$ cat config.mk
export PLATFORM = sky130hd
export DESIGN_NAME = thermistor_summary_can_broadcaster
export DESIGN_NICKNAME = d
export VERILOG_FILES = /design/src/sv/tscb_pkg.sv /design/src/sv/thermistor_summary_can_broadcaster.sv /design/src/sv/tscb_div.sv
export SDC_FILE = /design/constraint.sdc
export NUM_CORES = 1
export LEC_CHECK = 0
export BUFFER_PORTS_ARGS = -buffer_cell sky130_fd_sc_hd__buf_2
export CAP_MARGIN = 5
export CORE_ASPECT_RATIO = 0.5
export CORE_UTILIZATION = 40
export CTS_BUF_LIST = sky130_fd_sc_hd__clkbuf_2 sky130_fd_sc_hd__clkbuf_4 sky130_fd_sc_hd__clkbuf_8
export DETAILED_ROUTE_END_ITERATION = 10
export PLACE_DENSITY = 0.56
export SLEW_MARGIN = 20
export SYNTH_ARGS = -nofsm -noshare
export SYNTH_HDL_FRONTEND = slang
export SYNTH_SLANG_ARGS = --single-unit
$ cat constraint.sdc
create_clock -name clk -period 4.1 [get_ports clk]
set_input_delay 0.82 -clock clk [delete_from_list [all_inputs] [get_ports clk]]
set_output_delay 0.82 -clock clk [all_outputs]
set_load 0.005 [all_outputs]
$ cat src/sv/tscb_pkg.sv
// Shared types and constants for the thermistor summary CAN broadcaster.
// Used by the top level, the divider and the port checker; depends on nothing.
package tscb_pkg;

	typedef struct packed {
		logic              action;
		logic [6:0]        sample_index;
		logic signed [7:0] sample_value;
	} in_item_t;

	typedef struct packed {
		logic [28:0] frame_id;
		logic [7:0]  byte0;
		logic [7:0]  byte1;
		logic [7:0]  byte2;
		logic [7:0]  byte3;
		logic [7:0]  byte4;
		logic [7:0]  byte5;
		logic [7:0]  byte6;
		logic [7:0]  byte7;
		logic        last_frame;
	} out_item_t;

	// Accumulator widths cover up to 80 readings of -34..127.
	localparam int SUM_W = 15;
	localparam int MAG_W = 14;
	localparam int CNT_W = 7;

	localparam logic [28:0]       SUMMARY_ID      = 29'h1839F380;
	localparam logic [28:0]       DETAIL_ID       = 29'h1838F380;
	localparam logic [7:0]        CHECK_SEED      = 8'h41;
	localparam logic [6:0]        MODULE_STRIDE   = 7'd80;
	localparam logic signed [7:0] VALID_FLOOR     = -8'sd35;
	localparam logic [6:0]        EXCLUDED_ENTRY  = 7'd25;
	localparam logic [2:0]        EXCLUDED_MODULE = 3'd1;
	localparam logic signed [7:0] MIN_INIT        = 8'sd127;
	localparam logic signed [7:0] MAX_INIT        = -8'sd128;

	// Register index, taken from paddr[2].
	localparam logic REG_MODULE_NUMBER = 1'b0;

	typedef enum logic [2:0] {
		ST_IDLE,
		ST_SCAN,
		ST_DRAIN,
		ST_DIVGO,
		ST_DIVWAIT,
		ST_DETAIL
	} state_t;

	typedef struct packed {
		logic             go;
		logic [MAG_W-1:0] dividend;
		logic [CNT_W-1:0] divisor;
	} div_req_t;

	typedef struct packed {
		logic             done;
		logic [MAG_W-1:0] quotient;
	} div_rsp_t;

endpackage

$ cat src/sv/thermistor_summary_can_broadcaster.sv
// Top level of the thermistor summary CAN broadcaster.
// Depends on tscb_pkg and instantiates tscb_div.
//
// A load transaction (action 0) writes one store entry when its index is in range and leaves
// the block idle; busy never rises for it. A tick transaction (action 1) reads the store one
// entry per cycle through its single read port, then runs the divider for the average while
// busy stays high. The summary frame strobes in the cycle before the detail frame; each
// strobe lasts one cycle and cannot be held off, and a new transaction may start in the
// cycle that shows the detail frame.
module thermistor_summary_can_broadcaster #(
	parameter int SENSOR_COUNT = 80
) (
	input  logic                 clk,
	input  logic                 arst_n,
	input  logic                 psel,
	input  logic                 penable,
	input  logic                 pwrite,
	input  logic [2:0]           paddr,
	input  logic [31:0]          pwdata,
	output logic [31:0]          prdata,
	output logic                 pready,
	input  logic                 start,
	output logic                 busy,
	input  tscb_pkg::in_item_t   cmd,
	output logic                 strobe,
	output tscb_pkg::out_item_t  result
);
	import tscb_pkg::*;

	localparam int AW = $clog2(SENSOR_COUNT);
	localparam logic [AW-1:0] LAST_ADDR  = AW'(SENSOR_COUNT - 1);
	localparam logic [6:0]    DEPTH7     = 7'(SENSOR_COUNT);
	localparam logic [7:0]    COUNT_BYTE = 8'(SENSOR_COUNT);
	localparam logic [7:0]    LAST_BYTE  = 8'(SENSOR_COUNT - 1);

	state_t            state_q, nxt_state;
	logic [2:0]        mod_q;
	logic [6:0]        rot_q;
	logic [6:0]        idx_eff;
	logic [AW-1:0]     scan_q;

	logic [7:0]              mem [SENSOR_COUNT];
	logic [SENSOR_COUNT-1:0] vld_q;
	logic [7:0]              rd_mem_s1;
	logic                    rd_ok_s1;
	logic                    rd_go_s1;
	logic [AW-1:0]           rd_idx_s1;
	logic signed [7:0]       rd_val;

	logic signed [7:0]       min_q, max_q;
	logic signed [SUM_W-1:0] sum_q;
	logic [CNT_W-1:0]        cnt_q;
	logic [7:0]              det_val_q;
	logic                    take;

	logic              load_we, tick_acc, cfg_we;
	logic              emit_sum, emit_det;
	logic              div_go;
	div_req_t          div_req;
	div_rsp_t          div_rsp;
	logic [SUM_W-1:0]  sum_mag;
	logic [7:0]        q8, avg_b, check;
	logic [9:0]        absid;
	out_item_t         sum_frame, det_frame;
	logic              strobe_q;
	out_item_t         result_q;

	// Configuration port
	assign pready = 1'b1;
	assign cfg_we = psel && penable && pwrite && (paddr[2] == REG_MODULE_NUMBER);
	assign prdata = (paddr[2] == REG_MODULE_NUMBER) ? {29'b0, mod_q} : 32'b0;

	always_ff @(posedge clk or negedge arst_n) begin
		if (!arst_n)
			mod_q <= '0;
		else if (cfg_we)
			mod_q <= pwdata[2:0];
	end

	assign busy     = (state_q != ST_IDLE);
	assign tick_acc = start && !busy && cmd.action;
	assign load_we  = start && !busy && !cmd.action && (cmd.sample_index < DEPTH7);

	// Sample store; an entry never written reads as zero through its valid bit.
	always_ff @(posedge clk) begin
		if (load_we)
			mem[cmd.sample_index[AW-1:0]] <= cmd.sample_value;
		rd_mem_s1 <= mem[scan_q];
		rd_ok_s1  <= vld_q[scan_q];
		rd_idx_s1 <= scan_q;
	end

	always_ff @(posedge clk or negedge arst_n) begin
		if (!arst_n)
			vld_q <= '0;
		else if (load_we)
			vld_q[cmd.sample_index[AW-1:0]] <= 1'b1;
	end

	// Scan address counter and read pipeline flag
	always_ff @(posedge clk or negedge arst_n) begin
		if (!arst_n) begin
			scan_q   <= '0;
			rd_go_s1 <= 1'b0;
		end else begin
			rd_go_s1 <= (state_q == ST_SCAN);
			if (tick_acc)
				scan_q <= '0;
			else if (state_q == ST_SCAN && scan_q != LAST_ADDR)
				scan_q <= scan_q + 1'b1;
		end
	end

	assign idx_eff = (rot_q >= DEPTH7) ? 7'd0 : rot_q;
	assign rd_val  = rd_ok_s1 ? signed'(rd_mem_s1) : 8'sd0;
	assign take    = (rd_val > VALID_FLOOR)
		&& !(mod_q == EXCLUDED_MODULE && 7'(rd_idx_s1) == EXCLUDED_ENTRY);

	// Running minimum, maximum, sum and count
	always_ff @(posedge clk) begin
		if (tick_acc) begin
			min_q <= MIN_INIT;
			max_q <= MAX_INIT;
			sum_q <= '0;
			cnt_q <= '0;
		end else if (rd_go_s1) begin
			if (take) begin
				if (rd_val < min_q)
					min_q <= rd_val;
				if (rd_val > max_q)
					max_q <= rd_val;
				sum_q <= sum_q + SUM_W'(rd_val);
				cnt_q <= cnt_q + 1'b1;
			end
			if (7'(rd_idx_s1) == idx_eff)
				det_val_q <= rd_val;
		end
	end

	// Divide the magnitude of the sum, then restore the sign.
	assign sum_mag = sum_q[SUM_W-1] ? (~sum_q + 1'b1) : sum_q;
	assign div_req = {div_go, sum_mag[MAG_W-1:0], (cnt_q == '0) ? CNT_W'(1) : cnt_q};

	tscb_div u_div (
		.clk    (clk),
		.arst_n (arst_n),
		.req    (div_req),
		.rsp    (div_rsp)
	);

	assign q8    = div_rsp.quotient[7:0];
	assign avg_b = sum_q[SUM_W-1] ? (~q8 + 8'd1) : q8;
	assign check = CHECK_SEED + {5'b0, mod_q} + min_q + max_q + avg_b + COUNT_BYTE + LAST_BYTE;
	assign absid = 10'(mod_q) * 10'(MODULE_STRIDE) + 10'(idx_eff);

	always_comb begin
		sum_frame.frame_id   = SUMMARY_ID;
		sum_frame.byte0      = {5'b0, mod_q};
		sum_frame.byte1      = min_q;
		sum_frame.byte2      = max_q;
		sum_frame.byte3      = avg_b;
		sum_frame.byte4      = COUNT_BYTE;
		sum_frame.byte5      = LAST_BYTE;
		sum_frame.byte6      = 8'd0;
		sum_frame.byte7      = check;
		sum_frame.last_frame = 1'b0;

		det_frame.frame_id   = DETAIL_ID;
		det_frame.byte0      = {6'b0, absid[9:8]};
		det_frame.byte1      = absid[7:0];
		det_frame.byte2      = det_val_q;
		det_frame.byte3      = {1'b0, idx_eff};
		det_frame.byte4      = min_q;
		det_frame.byte5      = max_q;
		det_frame.byte6      = LAST_BYTE;
		det_frame.byte7      = 8'd0;
		det_frame.last_frame = 1'b1;
	end

	// Sequencer
	always_ff @(posedge clk or negedge arst_n) begin
		if (!arst_n)
			state_q <= ST_IDLE;
		else
			state_q <= nxt_state;
	end

	always_comb begin
		nxt_state = state_q;
		div_go    = 1'b0;
		emit_sum  = 1'b0;
		emit_det  = 1'b0;
		case (state_q)
			ST_IDLE: begin
				if (tick_acc)
					nxt_state = ST_SCAN;
			end
			ST_SCAN: begin
				if (scan_q == LAST_ADDR)
					nxt_state = ST_DRAIN;
			end
			ST_DRAIN: nxt_state = ST_DIVGO;
			ST_DIVGO: begin
				div_go    = 1'b1;
				nxt_state = ST_DIVWAIT;
			end
			ST_DIVWAIT: begin
				if (div_rsp.done) begin
					emit_sum  = 1'b1;
					nxt_state = ST_DETAIL;
				end
			end
			ST_DETAIL: begin
				emit_det  = 1'b1;
				nxt_state = ST_IDLE;
			end
			default: nxt_state = ST_IDLE;
		endcase
	end

	// Rotating detail index and the output register
	always_ff @(posedge clk or negedge arst_n) begin
		if (!arst_n) begin
			rot_q    <= '0;
			strobe_q <= 1'b0;
		end else begin
			strobe_q <= emit_sum || emit_det;
			if (emit_det)
				rot_q <= (idx_eff + 7'd1 >= DEPTH7) ? 7'd0 : idx_eff + 7'd1;
		end
	end

	always_ff @(posedge clk) begin
		if (emit_sum)
			result_q <= sum_frame;
		else if (emit_det)
			result_q <= det_frame;
	end

	assign strobe = strobe_q;
	assign result = result_q;

endmodule

$ cat src/sv/tscb_div.sv
// Iterative restoring divider, one quotient bit per cycle.
// Depends on tscb_pkg for the request and response structs.
module tscb_div (
	input  logic                clk,
	input  logic                arst_n,
	input  tscb_pkg::div_req_t  req,
	output tscb_pkg::div_rsp_t  rsp
);
	import tscb_pkg::*;

	localparam int STEP_W = $clog2(MAG_W + 1);
	localparam logic [STEP_W-1:0] LAST_STEP = STEP_W'(MAG_W - 1);

	logic [MAG_W-1:0]  quo_q;
	logic [CNT_W-1:0]  rem_q;
	logic [CNT_W-1:0]  dvs_q;
	logic [STEP_W-1:0] step_q;
	logic              run_q;
	logic              done_q;
	logic [CNT_W:0]    trial;
	logic              ge;
	logic [CNT_W:0]    diff;

	always_comb begin
		trial = {rem_q, quo_q[MAG_W-1]};
		ge    = trial >= {1'b0, dvs_q};
		diff  = trial - {1'b0, dvs_q};
	end

	always_ff @(posedge clk or negedge arst_n) begin
		if (!arst_n) begin
			run_q  <= 1'b0;
			done_q <= 1'b0;
			step_q <= '0;
		end else begin
			done_q <= run_q && (step_q == LAST_STEP);
			if (req.go) begin
				run_q  <= 1'b1;
				step_q <= '0;
			end else if (run_q) begin
				step_q <= step_q + 1'b1;
				if (step_q == LAST_STEP)
					run_q <= 1'b0;
			end
		end
	end

	always_ff @(posedge clk) begin
		if (req.go) begin
			quo_q <= req.dividend;
			rem_q <= '0;
			dvs_q <= req.divisor;
		end else if (run_q) begin
			rem_q <= ge ? diff[CNT_W-1:0] : trial[CNT_W-1:0];
			quo_q <= {quo_q[MAG_W-2:0], ge};
		end
	end

	assign rsp.done     = done_q;
	assign rsp.quotient = quo_q;

endmodule

# Yosys cells after proc, flatten, opt, wreduce, memory -nomap -nowiden
# Memory sizes are Yosys's and may differ from the RTL's. A register that Yosys moved wholly into a read port is not among the register bits.
# Index checks and enable logic that the tools add are counted.
[word_totals]
reg_bits = 244
latchBits = 0
ram_bits = 640
romBits = 0
inputBits = 57
memories = 1
[memory_table]
columns = ["name", "words", "width", "rd", "rd_ports_with_merged_regs", "wr", "line_no", "source"]
rows = [
  ["mem", 80, 8, 1, 1, 1, "thermistor_summary_can_broadcaster.sv:42", "logic [7:0] mem [SENSOR_COUNT];"],
]
[op_classes]
add_sub_neg = 15
n_mul = 1
n_div = 0
magnitude_cmp = 10
eq_ne = 14
shift = 0
muxes = 32
bitwise = 5
reduce_logical = 27
[ops]
columns = ["cell", "n"]
rows = [
  ["$mux W60", 2],
  ["$or A80 B80 Y80", 1],
  ["$mux W14", 3],
  ["$mux W7", 5],
  ["$add A8 B8 Y8", 3],
  ["$add A7 B1 Y7 const B", 3],
  ["$add A8 B7 Y8 const B", 2],
  ["$lt A7 B8 Y1 const B", 2],
  ["$mux W8", 2],
  ["$add A15 B8 Y15", 1],
  ["$pmux W3 S5", 1],
  ["$add A14 B1 Y14 const B", 1],
  ["$ge A7 B7 Y1 const B", 2],
  ["$not A14 Y14", 1],
  ["$logic_and A1 B1 Y1", 12],
  ["$mux W3", 4],
  ["$reduce_and A3 Y1", 4],
  ["$mux W1", 11],
  ["$add A10 B7 Y10", 1],
  ["$add A7 B3 Y8 const A", 1],
  ["$add A8 B1 Y8 const B", 1],
  ["$ge A8 B7 Y1", 1],
  ["$gt A8 B7 Y1 const B", 1],
  ["$gt A8 B8 Y1", 1],
  ["other kinds (28)", 38],
]

# Depth between registers and ports, before layout
# Gate-level depths: netlist (run 1).
[logic_depth]
depth_word = 7
ltp_mapped = 15

# Modules after synthesis
# A second synthesis (run 1) with hierarchy kept.
[unflattened]
cells_unflattened = 2364
area_unflattened_um2 = 37887.6
[by_module_without_submodules]
columns = ["mod", "n_inst", "cells_each", "area_per_inst_um2", "seq_area_each_um2"]
rows = [
  ["thermistor_summary_can_broadcaster", 1, 2199, 35990.8, 24503.5],
  ["tscb_div", 1, 165, 1896.8, 920.9],
]

# Worst setup path after synthesis (run 1)
# OpenSTA, ideal clock, no wires.
[synth_path]
path_kind = "register to register"
startpoint = "reg sum_q[14]"
endpoint = "reg result_q, in the netlist result[8], data pin"
arrival_ns = 2.998
required_time_ns = 3.834
slack_ns = 0.836
stages_incl_launch_ff = 16
path_buffers = 2
synth_period_minus_slack_ns = 3.264
path_cell_list = "dfxtp_1 -> clkbuf_1 -> clkbuf_1 -> mux2i_1 -> fa_1 -> inv_1 -> ha_1 -> inv_1 -> fa_1 -> nor2b_1 -> o21ai_0 -> nand2b_1 -> a21o_1 -> a21oi_1 -> xnor2_1 -> nor2_1"
[synth_via]
elab_chain_len = 5
[synth_lines]
columns = ["item", "line_no", "source"]
rows = [
  ["from (decl)", "thermistor_summary_can_broadcaster.sv:51", "logic signed [SUM_W-1:0] sum_q;"],
  ["from (signal assigned)", "thermistor_summary_can_broadcaster.sv:132", "sum_q <= sum_q + SUM_W'(rd_val);"],
  ["$mux W8", "thermistor_summary_can_broadcaster.sv:152", "assign avg_b = sum_q[SUM_W-1] ? (~q8 + 8'd1) : q8;"],
  ["$add A8 B8 Y8", "thermistor_summary_can_broadcaster.sv:153", "assign check = CHECK_SEED + {5'b0, mod_q} + min_q + max_q + avg_b + COUNT_BYTE + LAST_BYTE;"],
  ["$add A8 B7 Y8 (2 in series)", "thermistor_summary_can_broadcaster.sv:153", ""],
  ["$mux W60", "thermistor_summary_can_broadcaster.sv:234", "if (emit_sum)"],
  ["to (signal assigned)", "thermistor_summary_can_broadcaster.sv:235", "result_q <= sum_frame;"],
  ["to (signal assigned)", "thermistor_summary_can_broadcaster.sv:237", "result_q <= det_frame;"],
  ["to (decl)", "thermistor_summary_can_broadcaster.sv:66", "out_item_t result_q;"],
]
# Every way passes these cells.
# A chain may end at the register's enable or synchronous reset.

# Final worst setup path (run 1)
[layout_path]
startpoint = "reg u_div.quo_q[2]"
endpoint = "reg result_q, in the netlist result[8], data pin"
[layout_via]
elab_chain_len = 7
[layout_lines]
columns = ["item", "line_no", "source"]
rows = [
  ["from (decl)", "tscb_div.sv:14", "logic [MAG_W-1:0] quo_q;"],
  ["from (signal assigned)", "tscb_div.sv:50", "quo_q <= req.dividend;"],
  ["from (signal assigned)", "tscb_div.sv:55", "quo_q <= {quo_q[MAG_W-2:0], ge};"],
  ["$not A8 Y8", "thermistor_summary_can_broadcaster.sv:152", ""],
  ["$add A8 B1 Y8", "thermistor_summary_can_broadcaster.sv:152", ""],
  ["$mux W8 (*)", "thermistor_summary_can_broadcaster.sv:152", ""],
  ["$add A8 B8 Y8 (*)", "thermistor_summary_can_broadcaster.sv:153", ""],
  ["$add A8 B7 Y8 (*) (2 in series)", "thermistor_summary_can_broadcaster.sv:153", ""],
  ["$mux W60 (*)", "thermistor_summary_can_broadcaster.sv:234", ""],
]
# Mark *: on every way between the ends. The rest lies on a longest branch, timed or not.

==> results.yml, run 1 <==
outcome:
  status: "finished, final reports clean"
clock_network:
  post_cts_buffers: 0
  cts_resized: 0
  cts.sinks: 891
  path_clk_slew_ps: 60
  clk_path_buf_depth: 3
  cts_tree: "done"
  cts_root_buffer: "clkbuf_8"
  numCtsBuffers: 135
  ctsHtreeMaxLevel: 4
  clock_latency_ps: 840
  postCtsHoldBufs: 0
finish:
  drive_above_1_share: 0.263
  final_cell_area_um2: 42800
  nets: 2773
  multi_input_comb_area_um2: 11100
  syn_to_final_growth_pct: 13.5
  final_util: 0.459
  fill_cells: 8184
  regArea_um2: 25400
  instances_no_fill: 4006
power_and_ir_drop:
  p_sw_mw: 4.00
  leakagePower_nw: 15.1
  sw_frac_of_total: 0.222
  p_per_area_nw_per_um2: 421
  finalPower_mw: 18.0
  pwr-share-seq: 0.550
  internal-power_mw: 14.0
  vdd_drop_max_mv: 0.211
  power_frac_comb: 0.029
  p_clk_frac: 0.421
global_routing:
  grt_util_all_layers: 0.198
  grt_pass1_vias: 21323
  grt_max_degree: 66
  grt_pass1_wl_um: 139000
  grt_antenna_before_repair: 4
  gr-total-overflow: 0
place:
  hpwl_um: 60300
  dp_slack_ps: 542
  dpl_cell_area_um2: 40000
  placed_cells: 3758
  gp_congestion: 0.843
  io_buffers: 88
logic_synthesis:
  syn-cell-area_um2: 37700
  syn_area_per_cell_um2: 15.7
  yosysSeqAreaShare: 0.675
  synth.area.top_cells: "edfxtp_1 56%, mux4_2 10%, dfrtp_1 7.2%"
  async_flop_share: 0.121
  synth_area_leader_cell: "edfxtp_1"
  synth-edff-count: 704
  yosysWarnings: 0
  synth.most_common_cell: "edfxtp_1"
  ys_types: 72
  syn_inst: 2395
  synth_common_cells: "704 x edfxtp_1, 172 x mux4_2, 172 x nor2_1"
  yosysTopAreaCellShare: 0.561
  ys_ff_latch: 891
  synthFlopType: "edfxtp_1"
sta:
  fin_worst_skew_ps: 22.2
  slew_viol_final: 0
  finalCriticalPeriod_ps: 3550
  rsz0062_at_grt: "no"
  fin_setup_tns_ps: 0
  worst_pin_slew_ps: 1170
  layout_setup_ws_ps: 555
  hold_violations: 0
  hold-worst-slack_ps: 124
  finalSetupViolations: 0
  timing.final.crit_share: 0.865
  fmax_mhz: 282
  relSlewSlack: 0.221
floorplan:
  rows: 79
  die_height_um: 219
  ios: 186
  die-area_um2: 95500
  initial_core_util: 0.405
  core_region_area_um2: 93100
  die_x_um: 436
critical_path:
  cp-start-kind: "register"
  cp_max_fo: 4
  arrival_ps: 4080
  critPathCaptureType: "register"
  cp.required_ps: 4640
  crit_type: "register to register"
route:
  firstDrtPassIters: 5
  post_drt_via_cell_ratio: 5.30
  via_count: 21236
  ant_nets: 0
  routed_wl_um: 93500
  wire_per_inst_um: 23.3
  drt-initial-drc-count: 1899
  drc: 0
min_path:
  hp-class: "input pin to asynchronous set/reset pin"
job:
  maxCapViolCount: 0
## cell families after synthesis
family                     after synthesis  share of synthesized area
AOI/OAI and AO/OA                      309                     0.0528
xor gates and xnor gates                60                     0.0139
adders and majority gates               74                     0.0272
buffers and inverters                  249                     0.0362
DFF                                    891                      0.675
muxes                                  256                      0.125
other                                    2                   0.000199
and+or+nand+nor                        554                     0.0696
## critical path, cell delays in order (launching register included)
cell and delay (ps):
edfxtp_1 440, or3_1 410, nand2_1 90, xor2_1 250, fa_1 460, inv_1 70, ha_1 230, ha_1 320
nor2b_1 150, o21ai_0 150, nand2b_1 110, a21o_1 180, a21oi_1 200, xnor2_1 140, nor2_1 50
## placed cells by master, fill, tap and decap left out, types with 71 or more instances in the layout
| cell type | synthesis | routed |
|---|---|---|
| a21oi_1 | 79 | 79 |
| buf_2 | 31 | 86 |
| buf_4 | 87 | 135 |
| clkbuf_8 | 0 | 151 |
| dfrtp_1 | 108 | 104 |
| dfxtp_1 | 79 | 79 |
| edfxtp_1 | 704 | 704 |
| mux2i_1 | 73 | 73 |
| mux4_2 | 172 | 172 |
| nand2_1 | 161 | 161 |
| nor2_1 | 172 | 171 |
| o21ai_0 | 71 | 71 |
## sequential cells by signal, indices dropped and copies added, names as in the netlist, 3 cells and up
signal        count
mem             640
u_div.rem_q       7
u_div.dvs_q       7
u_div.quo_q      14
rd_idx_s1         7
max_q             8
cnt_q             7
rot_q             7
scan_q            7
mod_q             3
min_q             8
rd_mem_s1         8
result           53
det_val_q         8
state_q           3
vld_q            80
sum_q            15
u_div.step_q      4
## layout make-up
class                      count  area share
sequential                   891       0.595
inverter                      66     0.00579
timing repair buffer         229      0.0375
clock inverter                39     0.00670
multi-input combinational   1319       0.260
tap                         1255      0.0367
antenna                        1   0.0000585
clock buffer                 206      0.0582
## power by group through the flow
stage,clock [mW],sequential (mW),combinational [mW]
after floorplan,0,10.1,0.345
after global placement,0,10.1,0.511
after detailed placement,0,10.1,0.526
after CTS,7.77,9.91,0.528
after global routing,8.17,9.91,0.599
final,7.59,9.91,0.527
## routing by layer
metal / GRT usage / wire length (um) / up-vias
met3: 0.0499 / 6940 / 118
li1: - / - / 9491
met4: 0.0662 / 1730 / 2
met2: 0.314 / 44000 / 675
met1: 0.267 / 40800 / 10950
met5: 0 / 29 / -
## path summary, 6_finish.rpt
| check | from | end | slack [ps] | cells after the start |
|---|---|---|---|---|
| max | u_div.quo_q[2] | result[8] | 550 | 14 |
| min | arst_n | strobe | 120 | 1 |
| max reg2reg | u_div.quo_q[2] | result[8] | 550 | 14 |
| min reg2reg | result[81] | result[81] | 450 | 2 |
| max in group asynchronous | arst_n | vld_q[10] | 3030 | 2 |
| min in group clk | pwdata[2] | mod_q[2] | 240 | 2 |
(Power assumes the default switching activity.)
==> run 2: changes to the inputs <==
==> constraint.sdc (replaced) <==
create_clock -name clk -period 4.1 [get_ports clk]
set_input_delay 0 -clock clk [delete_from_list [all_inputs] [get_ports clk]]
set_output_delay 0 -clock clk [all_outputs]
set_load 0.005 [all_outputs]
==> results.yml, run 2 (synthesized netlist as in run 1, its figures left out) <==
sta:
  relSlewSlack: 0.304
  hold_violations: 0
  timing.final.crit_share: 0.912
  worst_pin_slew_ps: 1040
  rsz0062_at_grt: "no"
  fin_worst_skew_ps: 38.2
  finalCriticalPeriod_ps: 3740
  finalSetupViolations: 0
  slew_viol_final: 0
  fin_setup_tns_ps: 0
  fmax_mhz: 267
finish:
  largest_reg_flops: 640
  regArea_um2: 25400
  instances_no_fill: 4017
  fill_cells: 8202
  final_common_cell: "edfxtp_1"
  nets: 2780
  drive_above_1_share: 0.253
  final_cell_mix: "704 x edfxtp_1, 172 x mux4_2, 171 x nor2_1, 161 x nand2_1, 153 x clkbuf_8"
  syn_to_final_growth_pct: 13.8
  multi_input_comb_area_um2: 11100
clock_network:
  cts_resized: 0
  cts_tree: "done"
  ctsHtreeMaxLevel: 4
  numCtsBuffers: 133
  cts_root_buffer: "clkbuf_8"
  postCtsHoldBufs: 37
  clk_path_buf_depth: 3
  post_cts_buffers: 0
  clock_latency_ps: 820
  path_clk_slew_ps: 60
  cts.sinks: 891
floorplan:
  die_height_um: 219
  core_region_area_um2: 93100
  rows: 79
  die-area_um2: 95500
  initial_core_util: 0.405
  die_x_um: 436
  ios: 186
power_and_ir_drop:
  vdd_drop_max_mv: 0.190
  leakagePower_nw: 15.1
  p_per_area_nw_per_um2: 418
global_routing:
  gr-total-overflow: 0
  grt_pass1_vias: 21404
  grt_util_all_layers: 0.198
  grt_max_degree: 81
  grt_pass1_wl_um: 139000
  grt_antenna_before_repair: 5
critical_path:
  cp_max_fo: 16
  critPathCaptureType: "register"
  cp.required_ps: 4530
  slowest_stage: "nor2_1"
  cp-start-kind: "register"
  worst_path_largest_cell_delay_ps: 800
  crit_type: "register to register"
  arrival_ps: 4170
  worstPathCellList: "nor3_1, nand2_1, nor2_1, nand2_1, nor2_1, dlygate4sd3_1, nand2_1, nor2_1"
place:
  hpwl_um: 59800
  io_buffers: 88
  gp_congestion: 0.859
  placed_cells: 3732
job:
  maxCapViolCount: 0
route:
  wire_per_inst_um: 23.3
  drc: 0
  via_count: 21112
  ant_nets: 0
  routed_wl_um: 93600
  drt-initial-drc-count: 1710
  post_drt_via_cell_ratio: 5.26
  firstDrtPassIters: 5
min_path:
  hp-class: "input pin to register"
outcome:
  status: "finished, final reports clean"
run 2: changes by cell type in the layout (fill, tap and decap cells not counted), moves of 2 or more:
cell,change
buf_12,-3
buf_4,-26
bufinv_16,-2
clkbuf_4,+4
clkbuf_8,+2
diode_2,+2
dlygate4sd3_1,+36
run 2: routing by layer:
layer | vias to the layer above | global-route usage | part of all wire
met3 | 168 | 0.0517 | 0.075
met2 | 633 | 0.308 | 0.46
met4 | 4 | 0.0733 | 0.025
met5 | - | 0 | 0.00029
met1 | 10804 | 0.268 | 0.44
li1 | 9503 | - | -
run 2: area by class of cell:
class | instances | share of cell area
Clock inverter | 33 | 0.00435
Multi-Input combinational cell | 1319 | 0.260
Antenna cell | 3 | 0.000175
Clock buffer | 212 | 0.0594
Tap cell | 1255 | 0.0366
Inverter | 66 | 0.00578
Timing Repair Buffer | 238 | 0.0408
Sequential cell | 891 | 0.593
run 2: final timing paths:
| check | from | end | slack (ps) | cells past startpoint |
|---|---|---|---|---|
| worst max-delay path | state_q[1] | mem[30][5] | 360 | 8 |
| worst min-delay path | penable | mod_q[1] | 180 | 4 |
| worst max register to register | state_q[1] | mem[30][5] | 360 | 8 |
| worst min register to register | result[81] | result[81] | 460 | 2 |
| max in group asynchronous | arst_n | scan_q[2] | 3270 | 4 |
| min in group asynchronous | arst_n | mod_q[1] | 440 | 4 |
run 2: power by group:
part	internal, mW	switching [mW]	total (mW)
sequential	9.81	0.0984	9.91
clock	3.96	3.48	7.44
combinational	0.204	0.359	0.563
total	14.0	3.94	17.9
run 2: through the flow:
step | total power [mW] | area (um2) | setup WS, ps | hold WS [ps] | utilization
after floorplan | 10.4 | 37900 | 836 | -296 | -
after global placement | 10.6 | 39700 | 602 | 190 | 0.427
after detailed placement | 10.6 | 39800 | 638 | 200 | 0.427
after CTS | 18.1 | 42900 | 392 | 86.2 | 0.461
after global routing | 18.6 | 42900 | 154 | 175 | 0.461
final | 17.9 | 42900 | 359 | 176 | 0.461
run 2: worst max-delay path, delay by kind of cell (launching register included):
family                 cells  cell delay (ps)
AND/OR/NAND/NOR            7             2330
buffers and inverters      1              580
flip-flops                 1              450
==> run 3: changes to the inputs <==
ABC_AREA = 1   (was not set)
==> results.yml, run 3 <==
sta:
  layout_setup_ws_ps: 663
  relSlewSlack: 0.227
  worst_pin_slew_ps: 1160
  fin_worst_skew_ps: 32.6
  timing.final.crit_share: 0.838
  slew_viol_final: 0
  fmax_mhz: 291
  finalCriticalPeriod_ps: 3440
  finalSetupViolations: 0
  hold-worst-slack_ps: 122
  fin_setup_tns_ps: 0
  hold_violations: 0
  rsz0062_at_grt: "no"
global_routing:
  grt_pass1_wl_um: 161000
  grt_util_all_layers: 0.211
  grt_pass1_vias: 26828
  gr-total-overflow: 0
  grt_max_degree: 165
  grt_antenna_before_repair: 2
floorplan:
  rows: 81
  ios: 186
  die_height_um: 225
  core_region_area_um2: 98000
  die_x_um: 447
  die-area_um2: 101000
  initial_core_util: 0.405
route:
  drt-initial-drc-count: 2221
  routed_wl_um: 106000
  firstDrtPassIters: 5
  via_count: 27948
  ant_nets: 0
  post_drt_via_cell_ratio: 5.10
  wire_per_inst_um: 19.2
  drc: 0
finish:
  fill_cells: 9204
  final_util: 0.454
  drive_above_1_share: 0.103
  final_cell_mix: "833 x nand2_1, 704 x edfxtp_1, 558 x nor2_1, 365 x o21ai_0, 301 x inv_1"
  nets: 4173
  final_common_cell: "nand2_1"
  syn_to_final_growth_pct: 12.1
  final_cell_area_um2: 44500
  largest_reg_flops: 640
place:
  dpl_cell_area_um2: 41200
  dp_slack_ps: 646
  gp_congestion: 0.870
  hpwl_um: 63800
  io_buffers: 88
power_and_ir_drop:
  sw_frac_of_total: 0.399
  power_frac_comb: 0.389
  internal-power_mw: 18.6
  p_per_area_nw_per_um2: 695
  p_clk_frac: 0.254
  p_sw_mw: 12.3
  pwr-share-seq: 0.357
  leakagePower_nw: 17.8
  vdd_drop_max_mv: 0.905
min_path:
  hold_start: "cmd[9]"
  hp-class: "input pin to register"
logic_synthesis:
  synth_compound_area_frac: 0.0761
  synthFlopType: "edfxtp_1"
  yosysTopAreaCellShare: 0.533
  syn_inst: 3922
  synthMuxAreaShare: 0
  synth.area.top_cells: "edfxtp_1 53%, nand2_1 7.9%, dfrtp_1 6.8%"
  yosys.area_share.simple: 0.183
  synth_common_cells: "833 x nand2_1, 704 x edfxtp_1, 559 x nor2_1"
  synth-edff-count: 704
  syn-cell-area_um2: 39700
  ys_types: 43
  synth.most_common_cell: "nand2_1"
  synth_xor_area_frac: 0.00927
  synth_area_leader_cell: "edfxtp_1"
  async_flop_share: 0.121
  yosys.area_share.adder: 0.0258
  yosysSeqAreaShare: 0.641
  synth_top_family_by_area: "simple AND/OR/NAND/NOR gates"
  ys_ff_latch: 891
  syn_area_per_cell_um2: 10.1
  yosysWarnings: 0
clock_network:
  cts.sinks: 891
  path_clk_slew_ps: 70
  ctsHtreeMaxLevel: 4
  clk_path_buf_depth: 3
  clock_latency_ps: 850
  numCtsBuffers: 138
  cts_resized: 0
  cts_root_buffer: "clkbuf_8"
  post_cts_buffers: 0
  cts_tree: "done"
job:
  maxCapViolCount: 0
outcome:
  status: "finished, final reports clean"
critical_path:
  arrival_ps: 4020
  cp_max_fo: 4
  crit_type: "register to register"
  critPathCaptureType: "register"
  crit_start: "u_div.quo_q[0]"
  reg2reg_from: "u_div.quo_q[0]"
  cp.required_ps: 4690
  cp-start-kind: "register"
==> run 3: changes by cell type after synthesis, moves of 17 or more <==
cell	change
xnor2_1	-17
o21ai_0	+294
nor2b_1	-21
or2_2	-45
inv_1	+238
mux2i_1	-73
mux4_2	-172
buf_2	+58
nand3_1	+261
nand2_1	+672
nor2_1	+387
clkbuf_1	+42
==> run 3: final timing paths <==
path,depth (start not counted),end,slack (ps)
setup / recovery,20,result[8],660
hold / removal,4,vld_q[9],120
setup reg to reg,20,result[8],660
hold reg to reg,0,rd_idx_s1[3],450
max in group asynchronous,4,scan_q[0],3280
min in group asynchronous,4,vld_q[36],370
==> run 3: per-layer routing <==
layer	track usage	up-vias	routed length, um
li1	-	13324	-
met5	0	-	0
met1	0.299	13658	48700
met3	0.0383	154	6490
met4	0.0694	0	2100
met2	0.328	812	48300
==> run 3: cell type report <==
cell class	instances	area, um2	area share
sequential	891	25400	0.572
multi-input combinational	2518	12000	0.269
timing repair buffer	186	1410	0.0316
clock inverter	47	414	0.00931
antenna	2	5.00	0.000113
inverter	307	1160	0.0261
tap	1328	1660	0.0374
clock buffer	205	2450	0.0550
==> run 3: logic make-up after synthesis <==
family	after synthesis
AND/OR/NAND/NOR	1775
flip-flops	891
buffers and inverters	577
AO/OA/AOI/OAI	561
adder cells (fa/ha/maj)	74
XOR/XNOR	42
other	2
==> run 3: power by group through the flow <==
stage          Clock, mW  Sequential, mW  Combinational [mW]
6_report            7.84            11.0                12.0
5_1_grt             8.37            11.1                13.6
4_1_cts             7.99            11.1                12.0
3_5_place_dp           0            11.2                11.9
3_3_place_gp           0            11.2                11.8
2_1_floorplan          0            11.0                8.36
==> run 3: repair_timing <==
item                                    4_1_cts  5_1_grt
hold buffers                                 35        0
endpoints found under the setup margin        0        0
hold endpoints to repair                    730        0
==> run 3: through the flow <==
| stage | total power [mW] | std cells |
|---|---|---|
| after floorplan | 19.4 | 3986 |
| after global placement | 23.0 | 5195 |
| after detailed placement | 23.2 | 5195 |
| after CTS | 31.1 | 5482 |
| after global routing | 33.1 | 5484 |
| final | 30.9 | 5484 |
==> run 3: critical path, cell delays in order, from the launching register on <==
cell and delay, ps:
edfxtp_1 390, inv_1 130, ha_1 160, inv_1 50
o31ai_1 290, xor2_1 180, inv_1 80, fa_1 480
inv_1 40, ha_1 290, ha_1 340, a21oi_1 150
nand2_1 80, nand2_1 60, inv_1 50, nor2_1 90
nor2_1 50, nor2_1 110, nand3_1 90, nand2_1 60
nor2_1 40
